`src/design/assert_macros.svh`:
```
// ---------------------------------------------------------------------------
// assert_macros.svh
// Concurrent assertion wrappers; empty when SYNTHESIS is defined.
// ---------------------------------------------------------------------------
`ifndef ASSERT_MACROS_SVH
`define ASSERT_MACROS_SVH

`ifndef SYNTHESIS

// assertion checked out of reset
`define ASSERT_RST(lbl, clk, rst_n, prop, msg) \
	lbl: assert property (@(posedge clk) disable iff (!(rst_n)) (prop)) \
		else $error(msg);

// assertion checked at every edge, reset included
`define ASSERT_ALWAYS(lbl, clk, prop, msg) \
	lbl: assert property (@(posedge clk) (prop)) else $error(msg);

`else

`define ASSERT_RST(lbl, clk, rst_n, prop, msg)
`define ASSERT_ALWAYS(lbl, clk, prop, msg)

`endif

`endif

```
`src/design/qpudc_pkg.sv`:
```
// ---------------------------------------------------------------------------
// qpudc_pkg
// Shared types and constants of the qualified pulse up/down counter.
// ---------------------------------------------------------------------------
package qpudc_pkg;

	localparam int NUM_PORTS   = 2;
	localparam int PORT_W      = 1;
	localparam int TIME_W      = 32;
	localparam int CNT_W       = 32;
	localparam int MIN_W       = 16;

	localparam logic [MIN_W-1:0] MIN_PULSE_RESET = 16'd200;
	localparam logic [CNT_W-1:0] COUNT_MAX       = 32'hFFFF_FFFF;

	// one edge event
	typedef struct packed {
		logic [PORT_W-1:0] port;
		logic              level;
		logic              down;
		logic [TIME_W-1:0] time_ms;
	} event_t;

	// per-port state
	typedef struct packed {
		logic              armed;
		logic [TIME_W-1:0] start_time;
		logic [CNT_W-1:0]  count;
	} port_state_t;

	// result of evaluating one event
	typedef struct packed {
		logic              has_result;
		logic [TIME_W-1:0] width;
		logic              counted;
	} eval_res_t;

endpackage

```
`src/design/qpudc_port_regs.sv`:
```
// ---------------------------------------------------------------------------
// qpudc_port_regs
// Per-port armed flag, start time and counter; one read and one write port.
// ---------------------------------------------------------------------------
module qpudc_port_regs (
	input  logic                            clk,
	input  logic                            arst_n,
	input  logic [qpudc_pkg::PORT_W-1:0]    rd_port,
	output qpudc_pkg::port_state_t          rd_state,
	input  logic                            wr_en,
	input  logic [qpudc_pkg::PORT_W-1:0]    wr_port,
	input  qpudc_pkg::port_state_t          wr_state
);

	qpudc_pkg::port_state_t state_q [qpudc_pkg::NUM_PORTS];

	always_ff @(posedge clk or negedge arst_n) begin
		if (!arst_n) begin
			for (int i = 0; i < qpudc_pkg::NUM_PORTS; i++) begin
				state_q[i] <= '0;
			end
		end else if (wr_en) begin
			state_q[wr_port] <= wr_state;
		end
	end

	assign rd_state = state_q[rd_port];

endmodule

```
`src/design/qpudc_eval.sv`:
```
// ---------------------------------------------------------------------------
// qpudc_eval
// Event evaluation: arm on high, measure and count on low.
// ---------------------------------------------------------------------------
module qpudc_eval (
	input  qpudc_pkg::event_t               ev,
	input  qpudc_pkg::port_state_t          cur,
	input  logic [qpudc_pkg::MIN_W-1:0]     min_pulse,
	output qpudc_pkg::port_state_t          nxt,
	output qpudc_pkg::eval_res_t            res
);

	logic                            in_range;
	logic [qpudc_pkg::TIME_W-1:0]    width;
	logic                            long_enough;

	assign in_range    = 32'(ev.port) < 32'(qpudc_pkg::NUM_PORTS);
	assign width       = ev.time_ms - cur.start_time;   // modular
	assign long_enough = width > qpudc_pkg::TIME_W'(min_pulse);

	always_comb begin
		nxt            = cur;
		res.has_result = 1'b0;
		res.width      = width;
		res.counted    = 1'b0;
		if (in_range) begin
			if (ev.level) begin
				nxt.start_time = ev.time_ms;
				nxt.armed      = 1'b1;
			end else if (cur.armed) begin
				nxt.armed      = 1'b0;
				res.has_result = 1'b1;
				if (long_enough) begin
					if (!ev.down && (cur.count != qpudc_pkg::COUNT_MAX)) begin
						nxt.count   = cur.count + qpudc_pkg::CNT_W'(1);
						res.counted = 1'b1;
					end else if (ev.down && (cur.count != '0)) begin
						nxt.count   = cur.count - qpudc_pkg::CNT_W'(1);
						res.counted = 1'b1;
					end
				end
			end
		end
	end

endmodule

```
`src/design/qualified_pulse_up_down_counter_unit.sv`:
```
// ---------------------------------------------------------------------------
// qualified_pulse_up_down_counter_unit
// Pulse-width qualified up/down counter for meter pulse inputs.
// ---------------------------------------------------------------------------
// Each input beat is one edge event on a pulse input. A high level stores the
// timestamp and arms the port (a second high just restarts the timing). A low
// level on an armed port disarms it and emits one output beat with the width
// (time_ms minus start, modulo 2^32), the counter after the pulse, and a
// counted flag. The counter moves only when the width strictly exceeds
// min_pulse_ms: up when direction_level is 0, down when 1, saturating at 0
// and 0xFFFFFFFF (a blocked step reports counted = 0). Low edges on an unarmed
// port and all high edges produce no output beat. Timing: one beat per clock
// sustained while the result channel is not stalled; an event waits in the
// input register, where the port state is read and updated, and its result
// then moves to the output register. Back-to-back events on the same
// port see the state left by the previous one. The output register frees
// the input stage as soon as it is taken, so a pending result does not block
// events that produce none. min_pulse_ms resets to 200 and should only be
// written while no event is in flight.
// ---------------------------------------------------------------------------
`include "assert_macros.svh"

module qualified_pulse_up_down_counter_unit (
	input  logic                           clk,
	input  logic                           arst_n,
	// configuration
	input  logic                           cfg_wr_en,
	input  logic [qpudc_pkg::MIN_W-1:0]    cfg_wr_data,
	// event channel
	input  logic                           in_valid,
	output logic                           in_ready,
	input  logic [qpudc_pkg::PORT_W-1:0]   port_index,
	input  logic                           pulse_level,
	input  logic                           direction_level,
	input  logic [qpudc_pkg::TIME_W-1:0]   time_ms,
	// result channel
	output logic                           out_valid,
	input  logic                           out_ready,
	output logic [qpudc_pkg::PORT_W-1:0]   out_port,
	output logic [qpudc_pkg::TIME_W-1:0]   pulse_width_ms,
	output logic                           counted,
	output logic [qpudc_pkg::CNT_W-1:0]    count_value
);

	logic [qpudc_pkg::MIN_W-1:0]  min_pulse_q;

	// input stage
	logic                         valid_s1;
	qpudc_pkg::event_t            ev_s1;

	// output register
	logic                         out_valid_q;
	logic [qpudc_pkg::PORT_W-1:0] out_port_q;
	logic [qpudc_pkg::TIME_W-1:0] width_q;
	logic                         counted_q;
	logic [qpudc_pkg::CNT_W-1:0]  count_q;

	qpudc_pkg::port_state_t       cur_state;
	qpudc_pkg::port_state_t       nxt_state;
	qpudc_pkg::eval_res_t         res;

	logic out_free;
	logic advance;

	// config register
	always_ff @(posedge clk or negedge arst_n) begin
		if (!arst_n) begin
			min_pulse_q <= qpudc_pkg::MIN_PULSE_RESET;
		end else if (cfg_wr_en) begin
			min_pulse_q <= cfg_wr_data;
		end
	end

	// s1 retires when its result (if any) has a place to go
	assign out_free = !out_valid_q || out_ready;
	assign advance  = valid_s1 && (!res.has_result || out_free);
	assign in_ready = !valid_s1 || advance;

	always_ff @(posedge clk or negedge arst_n) begin
		if (!arst_n) begin
			valid_s1 <= 1'b0;
		end else if (in_ready) begin
			valid_s1 <= in_valid;
		end
	end

	always_ff @(posedge clk) begin
		if (in_ready && in_valid) begin
			ev_s1.port    <= port_index;
			ev_s1.level   <= pulse_level;
			ev_s1.down    <= direction_level;
			ev_s1.time_ms <= time_ms;
		end
	end

	qpudc_port_regs u_port_regs (
		.clk      (clk),
		.arst_n   (arst_n),
		.rd_port  (ev_s1.port),
		.rd_state (cur_state),
		.wr_en    (advance),
		.wr_port  (ev_s1.port),
		.wr_state (nxt_state)
	);

	qpudc_eval u_eval (
		.ev        (ev_s1),
		.cur       (cur_state),
		.min_pulse (min_pulse_q),
		.nxt       (nxt_state),
		.res       (res)
	);

	// output register
	always_ff @(posedge clk or negedge arst_n) begin
		if (!arst_n) begin
			out_valid_q <= 1'b0;
		end else if (out_free) begin
			out_valid_q <= advance && res.has_result;
		end
	end

	always_ff @(posedge clk) begin
		if (out_free && advance && res.has_result) begin
			out_port_q <= ev_s1.port;
			width_q    <= res.width;
			counted_q  <= res.counted;
			count_q    <= nxt_state.count;
		end
	end

	assign out_valid      = out_valid_q;
	assign out_port       = out_port_q;
	assign pulse_width_ms = width_q;
	assign counted        = counted_q;
	assign count_value    = count_q;

	// checks
	`ASSERT_ALWAYS(a_empty_s1_ready, clk, (!valid_s1 |-> in_ready), "empty stage not ready")
	`ASSERT_RST(a_result_lands, clk, arst_n, ((advance && res.has_result) |=> out_valid), "result lost")
	`ASSERT_RST(a_counted_width, clk, arst_n, ((out_valid && counted) |-> (pulse_width_ms > qpudc_pkg::TIME_W'(min_pulse_q))), "counted short pulse")
	`ASSERT_RST(a_stall_holds_s1, clk, arst_n, ((valid_s1 && !advance) |=> valid_s1), "stalled event dropped")

endmodule

```
`config.mk`:
```
export PLATFORM = sky130hd
export DESIGN_NAME = qualified_pulse_up_down_counter_unit
export DESIGN_NICKNAME = d
export VERILOG_FILES = /design/src/design/qpudc_pkg.sv /design/src/design/qpudc_port_regs.sv /design/src/design/qpudc_eval.sv /design/src/design/qualified_pulse_up_down_counter_unit.sv
export VERILOG_INCLUDE_DIRS = /design/src /design/src/design
export SDC_FILE = /design/constraint.sdc
export NUM_CORES = 1
export LEC_CHECK = 0
export BUFFER_PORTS_ARGS = -buffer_cell sky130_fd_sc_hd__clkbuf_2
export CAP_MARGIN = 20
export CORE_UTILIZATION = 44
export CTS_BUF_LIST = sky130_fd_sc_hd__clkbuf_16
export DETAILED_ROUTE_END_ITERATION = 7
export GPL_TIMING_DRIVEN = 0
export PLACE_DENSITY = 0.7
export SLEW_MARGIN = 20
export SYNTH_ARGS = -nofsm -noshare
export SYNTH_HDL_FRONTEND = slang
export SYNTH_SLANG_ARGS = --single-unit
```
`constraint.sdc`:
```
create_clock -name clk -period 9.8 [get_ports clk]
set_input_delay 0 -clock clk [delete_from_list [all_inputs] [get_ports clk]]
set_output_delay 0 -clock clk [all_outputs]
set_load 0.005 [all_outputs]
```
==> out/qor.txt <==
Combinational Power Share - 30.0%
Cell mode on critical path - buf_2
Crit path max-delay family - buffers and inverters
Die Ht - 176 microns
Num ports - 124
Max_cap viols - 0
Slowest cell on the critical path - clkbuf_1
Starting Density - 44.9%
Bufs and invs on worst path - 9
Clk_skew - 0.0106 ns
Post-synthesis xor/xnor area fraction - 8.06%
CTS root buf - clkbuf_16
Cell Pwr Density - 227 nW/um^2
Setup TNS - 0 ns
Non-filler cells, final - 1824
Number of buffers created by CTS - 28
Internal power - 0.00250 W
TritonRoute pass-1 iters - 5
Clock transition at path regs - 0.06 ns
HPWL after DPL - 24600 microns
Setup WS pre-CTS - 0.998 ns
Sequential power share - 38.3%
Setup CP Type - flip-flop to flip-flop
Die ar. - 31100 sq um
Post-synthesis mux area share - 10.3%
#FFs+latches synth - 249
Worst Hold Class - input port to flip-flop
Main synth FF type - dfrtp_1
H-tree depth - 1
Status - complete, no violations
Startpoint types - flip-flop
PostCTS Resize Cnt - 0
Tot GR Track Use - 22.9%
Largest cells by area after synthesis - dfrtp_1, edfxtp_1, mux2_2, ha_1, xnor2_1
Simple-gate portion of the synthesized area - 13.4%
CP Max Fanout - 10
Leak - 7.01 nW
Clk pwr share - 31.7%
Net Count, Synth - 1289
Antenna violations before repair - 1
Vias - 10300
Post-route setup slack - 0.743 ns
Share of the synthesized area in the top cell type - 27.2%
CTS Buffer Depth - 3
Postcts setup bufs - 0
Endpoint type of the worst setup path - flip-flop
Hold-fix buffers at CTS - 72
GP Congestion - 0.921
Hold slack - 0.0216 ns
Min Tclk post-route - 9.06 ns
Die Wd - 176 microns
CP required - 10.12 ns
Asr flop ratio synth - 59.4%
Unique masters post-synth - 81
Vias in the first global route - 10400
Layout cells sized above 1 - 22.1%
Post-Syn Area - 13400 sq um
Routed wire length - 34900 microns
Area grow syn2layout - 22.4%
Slew Viols, Final - 0
Worst-Skew Late Latency - 0.55 ns
Port-buffer cells - 123
Adder-cell area share of the yosys netlist - 4.83%
Core area - 29700 sq um
Switch share - 32.7%
Fin nets - 1518
Worst VDD drop - 0.175 mV
Worst Path Arrival - 9.38 ns
GR Overflow Total - 0
TritonCTS clock tree - yes
Tcrit/Tclk final - 92.4%
EDFF count, synth - 101
Synthesized instance count - 1182
Slew HR - 38.4%
Hold Fails Final Rpt - 0
Synth area leader - dfrtp_1
Peak Freq - 110 MHz
RSZ-0062 raised after global routing - no
Switching power - 0.00121 W
CP peak stage delay - 0.76 ns
Slew @ Worst Pin - 0.924 ns
Cell Rows - 63
YS warnings - 0
Complex-gate fraction of the synthesized area - 10.1%
Vias per std cell - 5.64
Global-route wire length before repair - 55700 microns
Placed Cells - 1699
Antenna-violating nets left - 0
Final Util - 55.0%
Wire per inst - 19.1 microns
Largest family of logic cells by synthesized area - simple AND/OR/NAND/NOR gates
Setup Viol. Count Final - 0
TritonCTS Sinks - 249
Sequential area share after synthesis - 50.5%
DR DRC count - 0
DR iter-0 viols - 654
Largest net degree at the start of global routing - 84
Avg Inst Size Synth - 11.3 sq um
## cell type report
class	count	area, sq um
Inverter	29	109
Fill cell	2532	13400
Buffer	50	264
Multi-Input combinational cell	854	6250
Tap cell	390	488
Clock buffer	28	701
Clock inverter	24	347
Timing Repair Buffer	199	1440
Sequential cell	249	6740
Antenna cell	1	2.50
## cell families after synthesis
family                     after synthesis
buffers and inverters                   79
adders and majority gates               51
AOI/OAI and AO/OA                      197
xor gates and xnor gates               122
muxes                                  128
DFF                                    249
and+or+nand+nor                        356
## layer usage
metal / share of wire, % / up-vias / track usage (%)
li1: - / 4788 / -
met5: 0 / - / 0
met2: 49 / 368 / 39.2
met1: 42 / 5006 / 28.9
met4: 4.5 / 0 / 10.0
met3: 5.2 / 124 / 2.86
## power groups by stage
stage	registers [W]	clock network (W)	logic, W
after CTS	0.00142	0.00119	0.00109
final	0.00142	0.00118	0.00111
after detailed placement	0.00144	0	0.00106
after floorplan	0.00141	0	0.000766
after global placement	0.00143	0	0.00104
after global routing	0.00144	0.00124	0.00121
## cell usage after synthesis, types with 29 or more instances
master	n
ha_1	50
edfxtp_1	101
nor2_1	73
o21ai_0	43
nor3_1	56
nand3_1	46
a21oi_1	55
mux2_2	76
xor2_1	59
xnor2_1	62
inv_1	29
nand2_1	81
dfrtp_1	145
mux2i_1	51
## state kept, by name (all words and copies together) (netlist names)
register / count
pulse_width_ms: 32
ev_s1: 35
min_pulse_q: 16
out_port: 1
out_valid: 1
u_port_regs.state_q: 130
count_value: 32
counted: 1
valid_s1: 1
## cells in the final DEF, fill, tap and decap left out, types with 5 or more instances in the layout
cell,instances
a21o_1,17
a21oi_1,55
a31oi_1,7
a32oi_1,6
and3_1,11
buf_2,19
buf_6,5
bufinv_16,8
clkbuf_1,19
clkbuf_16,28
clkbuf_2,122
dfrtp_1,145
dlygate4sd3_1,72
edfxtp_1,101
ha_1,50
inv_1,30
mux2_2,76
mux2i_1,51
nand2_1,81
nand2b_1,7
nand3_1,46
nand3b_1,7
nand4_1,18
nor2_1,72
nor2b_1,12
nor3_1,56
nor3b_1,11
nor4_1,6
o211ai_1,6
o21ai_0,43
or2_2,7
xnor2_1,62
xor2_1,59
## worst paths after layout
| check | startpoint | to | slack (ns) | cells past startpoint |
|---|---|---|---|---|
| max | ev_s1[34] | count_value[31] | 0.74 | 27 |
| min | cfg_wr_en | min_pulse_q[10] | 0.02 | 3 |
| max reg2reg | ev_s1[34] | count_value[31] | 0.74 | 27 |
| min reg2reg | u_port_regs.state_q[31] | u_port_regs.state_q[31] | 0.47 | 1 |
| max in group asynchronous | arst_n | u_port_regs.state_q[107] | 8.92 | 3 |
| min in group asynchronous | arst_n | u_port_regs.state_q[71] | 0.09 | 2 |
## worst reg2reg max path: stages (launching register included)
cell and delay [ns]:
edfxtp_1 0.46, buf_2 0.31, buf_2 0.35, buf_2 0.40, buf_2 0.36, buf_2 0.40, clkbuf_1 0.72, clkbuf_1 0.77
mux2i_1 0.26, fa_1 0.52, a211oi_2 0.26, o21ai_2 0.14, a31oi_1 0.31, o21ai_0 0.18, a21oi_1 0.23, xnor2_1 0.24
ha_1 0.32, nand4_1 0.15, a21oi_1 0.07, a2111oi_0 0.45, o21bai_1 0.18, nor3_1 0.17, and4_1 0.29, a21o_1 0.21
buf_2 0.28, buf_2 0.36, nor2_1 0.11, xnor2_1 0.34
## through the flow
| step | power [W] | cell area (sq um) |
|---|---|---|
| after floorplan | 0.00217 | 13400 |
| after global placement | 0.00247 | 14500 |
| after detailed placement | 0.00250 | 14600 |
| after CTS | 0.00371 | 16300 |
| after global routing | 0.00389 | 16300 |
| final | 0.00371 | 16300 |
Note: power is estimated with default switching activity, not from simulation.
